`config.mk`:
```
export PLATFORM = sky130hd
export DESIGN_NAME = periodic_timer_slot_bank
export DESIGN_NICKNAME = d
export VERILOG_FILES = /design/src/sv/ptsb_pkg.sv /design/src/sv/ptsb_slot_mem.sv /design/src/sv/ptsb_seq.sv /design/src/sv/periodic_timer_slot_bank.sv
export SDC_FILE = /design/constraint.sdc
export NUM_CORES = 1
export LEC_CHECK = 0
export BUFFER_PORTS_ARGS = -buffer_cell sky130_fd_sc_hd__buf_4
export CAP_MARGIN = 20
export CORE_MARGIN = 1
export CORE_UTILIZATION = 35
export CTS_BUF_LIST = sky130_fd_sc_hd__clkbuf_2 sky130_fd_sc_hd__clkbuf_4 sky130_fd_sc_hd__clkbuf_8
export DETAILED_ROUTE_END_ITERATION = 10
export GPL_TIMING_DRIVEN = 0
export PLACE_DENSITY_LB_ADDON = 0.3
export REMOVE_ABC_BUFFERS = 1
export SLEW_MARGIN = 20
export SYNTH_ARGS = -nofsm -noshare
export SYNTH_HDL_FRONTEND = slang
export SYNTH_SLANG_ARGS = --single-unit
```
`constraint.sdc`:
```
create_clock -name i_clk -period 5.7 [get_ports i_clk]
set_clock_uncertainty 0.15 [all_clocks]
set_input_delay 0.57 -clock i_clk [delete_from_list [all_inputs] [get_ports i_clk]]
set_output_delay 0.57 -clock i_clk [all_outputs]
set_load 0.03 [all_outputs]
```
`src/sv/ptsb_pkg.sv`:
```
// Package for the periodic timer slot bank: codes, limits and shared structs.
package ptsb_pkg;

    localparam int SLOT_COUNT_DEF = 8;
    localparam int MAX_RESULTS    = 8;
    localparam int PERIOD_W       = 16;
    localparam int TIME_W         = 32;

    // input item kinds
    localparam logic [1:0] K_TICK    = 2'd0;
    localparam logic [1:0] K_REQUEST = 2'd1;
    localparam logic [1:0] K_RELEASE = 2'd2;
    localparam logic [1:0] K_SET     = 2'd3;

    typedef enum logic [1:0] {
        ST_GRANTED = 2'd0,
        ST_REFUSED = 2'd1,
        ST_FIRED   = 2'd2,
        ST_DONE    = 2'd3
    } t_status;

    typedef struct packed {
        t_status             status;
        logic [2:0]          slot_number;
        logic [TIME_W-1:0]   time_now;
        logic                last;
    } t_result;

    typedef struct packed {
        logic                en;
        logic [PERIOD_W-1:0] period;
        logic [PERIOD_W-1:0] remaining;
    } t_slot_wr;

    typedef struct packed {
        logic                active;
        logic [PERIOD_W-1:0] period;
        logic [PERIOD_W-1:0] remaining;
    } t_slot_rd;

endpackage

```
`src/sv/ptsb_slot_mem.sv`:
```
// Slot store: period/remaining memory with registered read, plus per-slot active bits.
module ptsb_slot_mem #(
    parameter int SLOT_COUNT = 8,
    localparam int IW = (SLOT_COUNT > 1) ? $clog2(SLOT_COUNT) : 1
) (
    input  logic               i_clk,
    input  logic               i_rst_n,
    input  logic [IW-1:0]      i_rd_addr,
    output logic               o_act,
    output ptsb_pkg::t_slot_rd o_rd,
    input  logic [IW-1:0]      i_wr_addr,
    input  ptsb_pkg::t_slot_wr i_wr
);
    import ptsb_pkg::*;

    logic [SLOT_COUNT-1:0]      r_active;
    logic [2*PERIOD_W-1:0]      r_mem [SLOT_COUNT];
    logic [2*PERIOD_W-1:0]      r_rd_word;
    logic                       r_rd_act;

    // active bit doubles as valid bit: an inactive slot reads as all zero
    always_ff @(posedge i_clk) begin
        if (!i_rst_n) begin
            r_active <= '0;
        end else if (i_wr.en) begin
            r_active[i_wr_addr] <= (i_wr.period != '0);
        end
    end

    always_ff @(posedge i_clk) begin
        if (i_wr.en) begin
            r_mem[i_wr_addr] <= {i_wr.period, i_wr.remaining};
        end
        r_rd_word <= r_mem[i_rd_addr];
        r_rd_act  <= r_active[i_rd_addr];
    end

    assign o_act          = r_active[i_rd_addr];
    assign o_rd.active    = r_rd_act;
    assign o_rd.period    = r_rd_act ? r_rd_word[2*PERIOD_W-1:PERIOD_W] : '0;
    assign o_rd.remaining = r_rd_act ? r_rd_word[PERIOD_W-1:0] : '0;

endmodule

```
`src/sv/ptsb_seq.sv`:
```
// Sequencer: walks the slots one at a time with a shared decrement/compare unit.
module ptsb_seq #(
    parameter int SLOT_COUNT = 8,
    localparam int IW = (SLOT_COUNT > 1) ? $clog2(SLOT_COUNT) : 1
) (
    input  logic               i_clk,
    input  logic               i_rst_n,
    input  logic               i_valid,
    output logic               o_ready,
    input  logic [1:0]         i_kind,
    input  logic [2:0]         i_slot,
    input  logic [15:0]        i_period,
    output logic [IW-1:0]      o_addr,
    input  logic               i_act,
    input  ptsb_pkg::t_slot_rd i_rd,
    output logic [IW-1:0]      o_wr_addr,
    output ptsb_pkg::t_slot_wr o_wr,
    output logic               o_res_valid,
    input  logic               i_res_ready,
    output ptsb_pkg::t_result  o_res
);
    import ptsb_pkg::*;

    localparam int CW = $clog2(MAX_RESULTS + 1);

    typedef enum logic [5:0] {
        S_IDLE   = 6'b000001,
        S_SEARCH = 6'b000010,
        S_TREAD  = 6'b000100,
        S_TEVAL  = 6'b001000,
        S_FLUSH  = 6'b010000,
        S_EMIT   = 6'b100000
    } t_state;

    t_state              r_state, n_state;
    logic [IW-1:0]       r_idx, n_idx;
    logic [TIME_W-1:0]   r_tick, n_tick;
    logic [CW-1:0]       r_cnt, n_cnt;
    logic                r_pend_v, n_pend_v;
    logic [2:0]          r_pend_slot, n_pend_slot;
    t_status             r_st, n_st;
    logic [2:0]          r_res_slot, n_res_slot;
    logic [PERIOD_W-1:0] r_period, n_period;

    logic [IW+2:0]       wide_slot;
    logic [IW+2:0]       wide_idx;
    logic                slot_ok;
    logic                last_idx;
    logic [PERIOD_W-1:0] dec;
    logic                fire;
    logic                report;
    logic                stall;

    assign wide_slot = (IW+3)'(i_slot);
    assign wide_idx  = (IW+3)'(r_idx);
    assign slot_ok   = wide_slot < (IW+3)'(SLOT_COUNT);
    assign last_idx  = (r_idx == IW'(SLOT_COUNT - 1));
    assign dec       = i_rd.remaining - PERIOD_W'(1);
    assign fire      = i_rd.active && (dec == '0);
    assign report    = fire && (r_cnt < CW'(MAX_RESULTS));
    // a new firing pushes out the previous one, which is then known not to be last
    assign stall     = report && r_pend_v && !i_res_ready;

    assign o_addr  = r_idx;
    assign o_ready = (r_state == S_IDLE);

    always_comb begin
        n_state     = r_state;
        n_idx       = r_idx;
        n_tick      = r_tick;
        n_cnt       = r_cnt;
        n_pend_v    = r_pend_v;
        n_pend_slot = r_pend_slot;
        n_st        = r_st;
        n_res_slot  = r_res_slot;
        n_period    = r_period;
        o_wr_addr   = r_idx;
        o_wr        = '0;
        o_res_valid = 1'b0;
        o_res       = '{status: r_st, slot_number: r_res_slot, time_now: r_tick, last: 1'b1};

        unique case (r_state)
            S_IDLE: begin
                if (i_valid) begin
                    unique case (i_kind)
                        K_TICK: begin
                            n_tick   = r_tick + TIME_W'(1);
                            n_idx    = '0;
                            n_cnt    = '0;
                            n_pend_v = 1'b0;
                            n_state  = S_TREAD;
                        end
                        K_REQUEST: begin
                            if (i_period == '0) begin
                                n_st       = ST_REFUSED;
                                n_res_slot = '0;
                                n_state    = S_EMIT;
                            end else begin
                                n_idx    = '0;
                                n_period = i_period;
                                n_state  = S_SEARCH;
                            end
                        end
                        K_RELEASE: begin
                            o_wr_addr      = wide_slot[IW-1:0];
                            o_wr.en        = slot_ok;
                            o_wr.period    = '0;
                            o_wr.remaining = '0;
                            n_st           = ST_DONE;
                            n_res_slot     = '0;
                            n_state        = S_EMIT;
                        end
                        K_SET: begin
                            o_wr_addr      = wide_slot[IW-1:0];
                            o_wr.en        = slot_ok;
                            o_wr.period    = i_period;
                            o_wr.remaining = i_period;
                            n_st           = ST_DONE;
                            n_res_slot     = '0;
                            n_state        = S_EMIT;
                        end
                        default: begin
                            n_state = S_IDLE;
                        end
                    endcase
                end
            end
            S_SEARCH: begin
                if (!i_act) begin
                    o_wr.en        = 1'b1;
                    o_wr.period    = r_period;
                    o_wr.remaining = r_period;
                    n_st           = ST_GRANTED;
                    n_res_slot     = wide_idx[2:0];
                    n_state        = S_EMIT;
                end else if (last_idx) begin
                    n_st       = ST_REFUSED;
                    n_res_slot = '0;
                    n_state    = S_EMIT;
                end else begin
                    n_idx = r_idx + IW'(1);
                end
            end
            S_TREAD: begin
                n_state = S_TEVAL;
            end
            S_TEVAL: begin
                if (report && r_pend_v) begin
                    o_res_valid = 1'b1;
                    o_res = '{status: ST_FIRED, slot_number: r_pend_slot,
                              time_now: r_tick, last: 1'b0};
                end
                if (!stall) begin
                    o_wr.en        = i_rd.active;
                    o_wr.period    = i_rd.period;
                    o_wr.remaining = fire ? i_rd.period : dec;
                    if (report) begin
                        n_pend_v    = 1'b1;
                        n_pend_slot = wide_idx[2:0];
                        n_cnt       = r_cnt + CW'(1);
                    end
                    if (last_idx) begin
                        n_state = S_FLUSH;
                    end else begin
                        n_idx   = r_idx + IW'(1);
                        n_state = S_TREAD;
                    end
                end
            end
            S_FLUSH: begin
                o_res_valid = 1'b1;
                if (r_pend_v) begin
                    o_res = '{status: ST_FIRED, slot_number: r_pend_slot,
                              time_now: r_tick, last: 1'b1};
                end else begin
                    o_res = '{status: ST_DONE, slot_number: 3'd0,
                              time_now: r_tick, last: 1'b1};
                end
                if (i_res_ready) begin
                    n_state = S_IDLE;
                end
            end
            S_EMIT: begin
                o_res_valid = 1'b1;
                if (i_res_ready) begin
                    n_state = S_IDLE;
                end
            end
            default: begin
                n_state = S_IDLE;
            end
        endcase
    end

    always_ff @(posedge i_clk) begin
        if (!i_rst_n) begin
            r_state  <= S_IDLE;
            r_idx    <= '0;
            r_tick   <= '0;
            r_cnt    <= '0;
            r_pend_v <= 1'b0;
        end else begin
            r_state  <= n_state;
            r_idx    <= n_idx;
            r_tick   <= n_tick;
            r_cnt    <= n_cnt;
            r_pend_v <= n_pend_v;
        end
    end

    always_ff @(posedge i_clk) begin
        r_pend_slot <= n_pend_slot;
        r_st        <= n_st;
        r_res_slot  <= n_res_slot;
        r_period    <= n_period;
    end

endmodule

```
`src/sv/periodic_timer_slot_bank.sv`:
```
// Top level of the periodic timer slot bank: slot store, sequencer, result register.
//
//   channel  direction  handshake            payload
//   input    in         i_valid / o_ready    i_kind, i_slot, i_period
//   result   out        o_valid / i_ready    o_status, o_slot_number, o_time_now, o_last
//
// A tick sweeps every slot through one decrement/compare unit, reading each slot
// from memory and then writing its update; a stalled result register holds the sweep.
// A request scans the active bits one slot a cycle. Release and set write the slot
// on acceptance. Synchronous active-low reset frees all slots.
// o_ready is high only between items.
module periodic_timer_slot_bank #(
    parameter int SLOT_COUNT = ptsb_pkg::SLOT_COUNT_DEF
) (
    input  logic        i_clk,
    input  logic        i_rst_n,
    input  logic        i_valid,
    output logic        o_ready,
    input  logic [1:0]  i_kind,
    input  logic [2:0]  i_slot,
    input  logic [15:0] i_period,
    output logic        o_valid,
    input  logic        i_ready,
    output logic [1:0]  o_status,
    output logic [2:0]  o_slot_number,
    output logic [31:0] o_time_now,
    output logic        o_last
);
    import ptsb_pkg::*;

    localparam int IW = (SLOT_COUNT > 1) ? $clog2(SLOT_COUNT) : 1;

    logic [IW-1:0] rd_addr;
    logic          act;
    t_slot_rd      rd;
    logic [IW-1:0] wr_addr;
    t_slot_wr      wr;
    logic          res_valid;
    logic          res_ready;
    t_result       res;

    logic          r_o_valid;
    t_result       r_o_res;

    ptsb_slot_mem #(.SLOT_COUNT(SLOT_COUNT)) u_mem (
        .i_clk     (i_clk),
        .i_rst_n   (i_rst_n),
        .i_rd_addr (rd_addr),
        .o_act     (act),
        .o_rd      (rd),
        .i_wr_addr (wr_addr),
        .i_wr      (wr)
    );

    ptsb_seq #(.SLOT_COUNT(SLOT_COUNT)) u_seq (
        .i_clk       (i_clk),
        .i_rst_n     (i_rst_n),
        .i_valid     (i_valid),
        .o_ready     (o_ready),
        .i_kind      (i_kind),
        .i_slot      (i_slot),
        .i_period    (i_period),
        .o_addr      (rd_addr),
        .i_act       (act),
        .i_rd        (rd),
        .o_wr_addr   (wr_addr),
        .o_wr        (wr),
        .o_res_valid (res_valid),
        .i_res_ready (res_ready),
        .o_res       (res)
    );

    assign res_ready = !r_o_valid || i_ready;

    always_ff @(posedge i_clk) begin
        if (!i_rst_n) begin
            r_o_valid <= 1'b0;
        end else if (res_ready) begin
            r_o_valid <= res_valid;
        end
    end

    always_ff @(posedge i_clk) begin
        if (res_ready && res_valid) begin
            r_o_res <= res;
        end
    end

    assign o_valid       = r_o_valid;
    assign o_status      = r_o_res.status;
    assign o_slot_number = r_o_res.slot_number;
    assign o_time_now    = r_o_res.time_now;
    assign o_last        = r_o_res.last;

endmodule

```
==> results of run 1 <==
[flip-flops by register name, indices dropped and copies added, names as in the netlist]
register           flops
o_last                 1
o_slot_number          3
o_status               2
o_time_now            32
o_valid                1
u_mem.r_active         8
u_mem.r_mem          256
u_mem.r_rd_act         1
u_mem.r_rd_word       32
u_seq.o_addr           3
u_seq.r_cnt            4
u_seq.r_pend_slot      3
u_seq.r_pend_v         1
u_seq.r_period        16
u_seq.r_res_slot       3
u_seq.r_st             2
u_seq.r_state          6
u_seq.r_tick          32
[how the worst min path moves through the flow]
stage	slack, ns	to	startpoint	cells after the start
after floorplan	0.26	o_time_now[28]	u_seq.r_tick[28]	0
after global placement	0.29	u_mem.r_active[4]	u_mem.r_active[4]	2
after detailed placement	0.30	o_time_now[28]	u_seq.r_tick[28]	0
after CTS	0.00002	u_seq.r_period[13]	i_period[13]	1
after global routing	0.02	u_seq.r_period[14]	i_period[14]	1
final	0.04	u_seq.r_period[14]	i_period[14]	1
[cell usage after synthesis (18+ instances only)]
library cell,count,area [µm²]
a21oi_1,27,135
and2_1,32,200
clkbuf_1,35,131
dfxtp_1,88,1760
edfxtp_1,318,9550
inv_1,20,75.1
mux2_2,33,372
mux2i_1,18,180
mux4_2,66,1490
nand2_1,77,289
nand3_1,27,135
nand4_1,18,113
nor2_1,29,109
nor4_1,24,150
o21ai_0,35,175
xnor2_1,28,245
[metrics by stage]
step / hold slack [ns] / TNS, ns / setup WS, ns / util [%]
after floorplan: 0.258 / -98.33 / -0.424 / -
after global placement: 0.289 / -1224.96 / -3.32 / 38.0
after detailed placement: 0.296 / 0 / 0.903 / 38.5
after CTS: 0.0000180 / 0 / 0.887 / 41.9
after global routing: 0.0178 / 0 / 0.669 / 42.0
final: 0.0449 / 0 / 0.951 / 42.0
[cells by family (layout without fill, tap and decap cells)]
family / after synthesis / in the layout
flops: 406 / 406
simple gates: 276 / 276
compound gates: 120 / 120
mux: 117 / 117
buf+inv: 64 / 231
xor+xnor: 34 / 34
fa+ha+maj: 6 / 6
[area by class of cell]
type | count | area [µm²]
sequential | 406 | 11300
inverter | 20 | 75.1
clock inverter | 25 | 180
multi-input combinational | 553 | 4770
tap | 600 | 751
timing repair buffer | 87 | 795
clock buffer | 99 | 1230
fill | 4051 | 26500
[worst register-to-register path, stage by stage, from the launching register on]
cell and delay (ns):
dfxtp_4 0.72, buf_12 0.31, mux4_2 0.37, mux2i_1 0.37
and2_1 0.76, inv_1 0.22, o21ai_0 0.62, o21bai_1 0.21
inv_2 0.47, buf_16 0.24
[power by group]
part	switching [mW]	internal, mW	total (mW)
combinational	0.264	0.145	0.409
sequential	0.0485	3.31	3.36
clock	1.14	1.49	2.63
[per-layer routing]
metal / GRT usage [%] / wire, µm / share of wire [%] / vias to the layer above
li1: - / - / - / 4216
met1: 20.2 / 15800 / 45 / 4640
met2: 24.4 / 16900 / 48 / 241
met3: 3.35 / 1790 / 5.1 / 43
met4: 4.69 / 516 / 1.5 / 0
met5: 0 / 0 / 0 / -
[placed cells by master, fill, tap and decap left out, drive strengths merged, types with 15 or more instances in the layout]
master | synthesis | routed
edfxtp | 318 | 318
clkbuf | 36 | 99
dfxtp | 88 | 88
nand2 | 77 | 77
buf | 8 | 72
mux4 | 66 | 66
o21ai | 36 | 36
mux2 | 33 | 33
and2 | 33 | 33
nor2 | 29 | 29
xnor2 | 28 | 28
nand3 | 28 | 28
a21oi | 27 | 27
nor4 | 27 | 27
inv | 20 | 21
nand4 | 18 | 18
mux2i | 18 | 18
clkinv | 0 | 18
a22oi | 16 | 16
dlygate4sd3 | 0 | 15
==> impl_metrics.csv, run 1 <==
group,metric,value,unit
floorplan,ios,65,
synthesis,muxShareOfSynthArea,12.5,%
synthesis,seq_area_frac_synth,69.6,%
critical_path,cp-end-kind,"register",
synthesis,syn_area_per_cell,15.9,µm²
final_layout,final_cell_area,19100,µm²
flow_run,cap_viol_max_count,0,
final_layout,final_net_count,1167,
critical_path,critPathLaunchType,"register",
clocking,clk_path_buf_depth,3,
final_layout,drive_gt1_share,26.6,%
synthesis,yosys_warnings,0,
global_routing,antenna_found_initial,0,
final_layout,instances_no_fill,1790,
final_layout,area_growth,17.7,%
floorplan,dieWidth,218,µm
clocking,cts_buffers,68,
route,wl,34900,µm
global_routing,grt_pass1_wl,54100,µm
synthesis,synth_compound_area_share,4.80,%
synthesis,synth-edff-count,318,
clocking,clk_latency,0.62,ns
route,wire_per_inst,19.5,µm
clocking,cts-resized-gates,0,
timing,fin_crit,4.75,ns
route,dr.pass1.iters,5,
clocking,cts_setup_buffers,0,
clocking,postCtsHoldBufs,14,
final_layout,antennaDiodeCount,0,
power_and_ir_drop,p_total,6.40,mW
clocking,clock-sinks,406,
timing,maxSlewViolCount,0,
floorplan,die_h,218,µm
critical_path,path_class,"register to register",
floorplan,rows,78,
timing,hold_viol,0,
global_routing,grt_max_degree,65,
placement,port_buffers,64,
timing,period_share,83.3,%
synthesis,synth_seq_cells,406,
global_routing,grt_pass1_vias,9244,
critical_path,crit_path_end,"u_mem.r_mem[1][21]",
power_and_ir_drop,p_per_area,334,nW/µm²
min_path,holdCritPathClass,"primary input to register",
floorplan,fp.dieArea,47300,µm²
route,vias_per_cell,5.11,
synthesis,synthXorXnorAreaFrac,1.83,%
clocking,clk_pin_slew,0.06,ns
global_routing,grt_use_total,15.1,%
critical_path,arrival,4.91,ns
synthesis,synthAdderAreaFrac,0.462,%
synthesis,synth-async-reset-ratio,0,%
synthesis,synthSimpleGateAreaFrac,9.23,%
route,via_count,9140,
placement,dpl.cell_count,1651,
synthesis,yosys_most_used_dff,"edfxtp_1",
clocking,cts_tree,"done",
clocking,root_buffer,"clkbuf_8",
placement,dpl_cell_area,17600,µm²
timing,rsz0062_at_grt,"no",
power_and_ir_drop,power_leakage,6.42,nW
critical_path,crit_fanout,38,
critical_path,cp_data_required_time,5.86,ns
synthesis,synth_area,16300,µm²
critical_path,crit_path_top_delay_cell,"and2_1",
critical_path,crit_cells,9,
route,drc,0,
critical_path,crit_family,"buffers and inverters",
timing,slew_headroom,36.4,%
critical_path,reg2reg_slack,0.95,ns
synthesis,synth_cells,1023,
critical_path,timing.reg2reg.worst_path_depth,9,
critical_path,r2r-start,"u_seq.o_addr[1]",
floorplan,start_util,35.7,%
route,drtAntennaViolNets,0,
route,first_iter_violations,662,
timing,setup_violations,0,
power_and_ir_drop,peakVddDrop,0.191,mV
synthesis,synth_cell_types,61,
outcome,status,"finished clean",
floorplan,core_area,45600,µm²
placement,hpwl,20800,µm
critical_path,slowest_delay,0.76,ns
critical_path,r2r-end,"u_mem.r_mem[1][21]",
timing,fmax,211,MHz
global_routing,overflow,0,
placement,gp_congestion,0.791,
critical_path,startpoint,"u_seq.o_addr[1]",
critical_path,path_cells,"buf_12, mux4_2, mux2i_1, and2_1, inv_1, o21ai_0, o21bai_1, inv_2, buf_16",
clocking,cts_max_level,3,
synthesis,synth_top_family_by_area,"multiplexers",
critical_path,critPathBufInv,4,
timing,worstMarginPinSlew,0.945,ns
(Power assumes the default switching activity.)
==> run 2: changes to the inputs <==
==> constraint.sdc (replaced) <==
create_clock -name i_clk -period 4.2 [get_ports i_clk]
set_clock_uncertainty 0.15 [all_clocks]
set_input_delay 0.42 -clock i_clk [delete_from_list [all_inputs] [get_ports i_clk]]
set_output_delay 0.42 -clock i_clk [all_outputs]
set_load 0.03 [all_outputs]
==> run 2 against run 1 <==
  * Critical path depth decreased by 3
  * Clock-buffer cell count is the same
  * Combinational power increased by 40%
  * Flip-flop and latch count did not move
  * Clock power rose by 35%
  * Non-clock buffer count up 3
  * Power increased by 36%
  * Largest cell class unchanged
==> impl_metrics.csv, run 2 (synthesis gave the netlist of run 1 again) <==
group,metric,value,unit
placement,post-place-ws,-0.597,ns
critical_path,path_class,"register to register",
flow_run,cap_viol_max_count,0,
timing,fin_setup_tns,0,ns
critical_path,cp-end-kind,"register",
global_routing,grt_use_total,15.4,%
final_layout,area_growth,18.1,%
clocking,clk_latency,0.62,ns
placement,port_buffers,64,
final_layout,final_core_util,42.1,%
placement,gp_congestion,0.791,
global_routing,grt_pass1_vias,9279,
final_layout,instances_no_fill,1794,
floorplan,fp.dieArea,47300,µm²
power_and_ir_drop,p_per_area,453,nW/µm²
route,vias_per_cell,5.14,
final_layout,fill_cells,4046,
route,dr.pass1.iters,5,
outcome,status,"finished clean",
route,drc,0,
timing,holdWs,0.0877,ns
timing,hold_viol,0,
critical_path,critPathLaunchType,"register",
final_layout,multiInputGateArea,4810,µm²
floorplan,rows,78,
timing,maxSlewViolCount,0,
critical_path,critPathBufInv,0,
clocking,cts_max_level,3,
placement,dpl.cell_count,1651,
final_layout,max_flop_register,"u_mem.r_mem",
clocking,root_buffer,"clkbuf_8",
timing,worstMarginPinSlew,0.944,ns
placement,dpl_cell_area,17600,µm²
critical_path,crit_fanout,17,
global_routing,grt_max_degree,65,
final_layout,drive_gt1_share,26.9,%
floorplan,core_area,45600,µm²
critical_path,crit_path_top_delay_cell,"or4_1",
route,first_iter_violations,664,
final_layout,antennaDiodeCount,0,
power_and_ir_drop,peakVddDrop,0.259,mV
critical_path,cp_data_required_time,4.28,ns
clocking,clk_pin_slew,0.06,ns
critical_path,arrival,4.08,ns
critical_path,crit_family,"simple AND/OR/NAND/NOR gates",
floorplan,start_util,35.7,%
clocking,clk_path_buf_depth,3,
min_path,holdCritPathClass,"primary input to register",
timing,fin_ws,0.197,ns
timing,period_share,95.3,%
timing,rsz0062_at_grt,"yes",
route,wire_per_inst,19.9,µm
timing,fin_crit,4.00,ns
clocking,cts_buffers,68,
critical_path,path_cells,"or4_1, nor4_1, mux2_2, nor4_4, or2b_2, o21ai_0",
power_and_ir_drop,p_total,8.70,mW
clocking,cts_tree,"done",
final_layout,final_net_count,1171,
timing,fmax,250,MHz
route,via_count,9217,
timing,setup_violations,0,
route,wl,35600,µm
placement,hpwl,20800,µm
clocking,cts_setup_buffers,0,
final_layout,mostFrequentLayoutCell,"edfxtp_1",
floorplan,ios,65,
critical_path,slowest_delay,0.73,ns
floorplan,die_h,218,µm
final_layout,final_cell_mix,"318 x edfxtp_1, 84 x dfxtp_1, 78 x clkbuf_8",
final_layout,largest_reg_flops,256,
route,drtAntennaViolNets,0,
floorplan,dieWidth,218,µm
global_routing,grt_pass1_wl,54800,µm
global_routing,overflow,0,
power_and_ir_drop,power_leakage,6.44,nW
clocking,clock-sinks,406,
global_routing,antenna_found_initial,0,
final_layout,regArea,11300,µm²
timing,slew_headroom,36.4,%
final_layout,final_cell_area,19200,µm²
## run 2: worst paths after layout
check | start | to | slack (ns) | cells after the start
min reg2reg | u_mem.r_active[3] | u_mem.r_active[3] | 0.30 | 2
max reg2reg | u_mem.r_rd_word[2] | u_mem.r_mem[0][12] | 0.20 | 6
min | i_ready | o_valid | 0.09 | 3
max | u_mem.r_rd_word[2] | u_mem.r_mem[0][12] | 0.20 | 6
## run 2: repair_timing
| action | CTS | global route |
|---|---|---|
| gates resized for setup | 11 | 1 |
| hold buffers | 18 | 0 |
| cloned | 1 | 0 |
| endpoints found under the setup margin | 271 | 19 |
| endpoints found under the hold margin | 19 | 0 |
## run 2: layout make-up
cell class              count  area share [%]
clock buffers              99            6.41
clock inverters            25           0.939
inverters                  20           0.404
multi-input cells         554            25.0
flip-flops and latches    406            59.0
well taps                 600            3.91
repair buffers             90            4.30
## run 2: worst register-to-register path, stage by stage (launching register included)
cell,delay (ns)
dfxtp_1,0.38
or4_1,0.73
nor4_1,0.37
mux2_2,0.44
nor4_4,0.59
or2b_2,0.49
o21ai_0,0.45
## run 2: where the power goes
part,internal (mW),leakage [nW],switching [mW],total (mW)
logic,0.202,1.96,0.370,0.572
clock network,2.02,0.742,1.55,3.56
registers,4.49,3.74,0.0668,4.56
## run 2: layer usage
layer	vias to the layer above	share of wire (%)	global-route usage, %
li1	4236	-	-
met1	4662	45	20.7
met2	269	48	24.7
met3	50	5.9	3.35
met4	0	1.7	4.98
met5	-	0	0
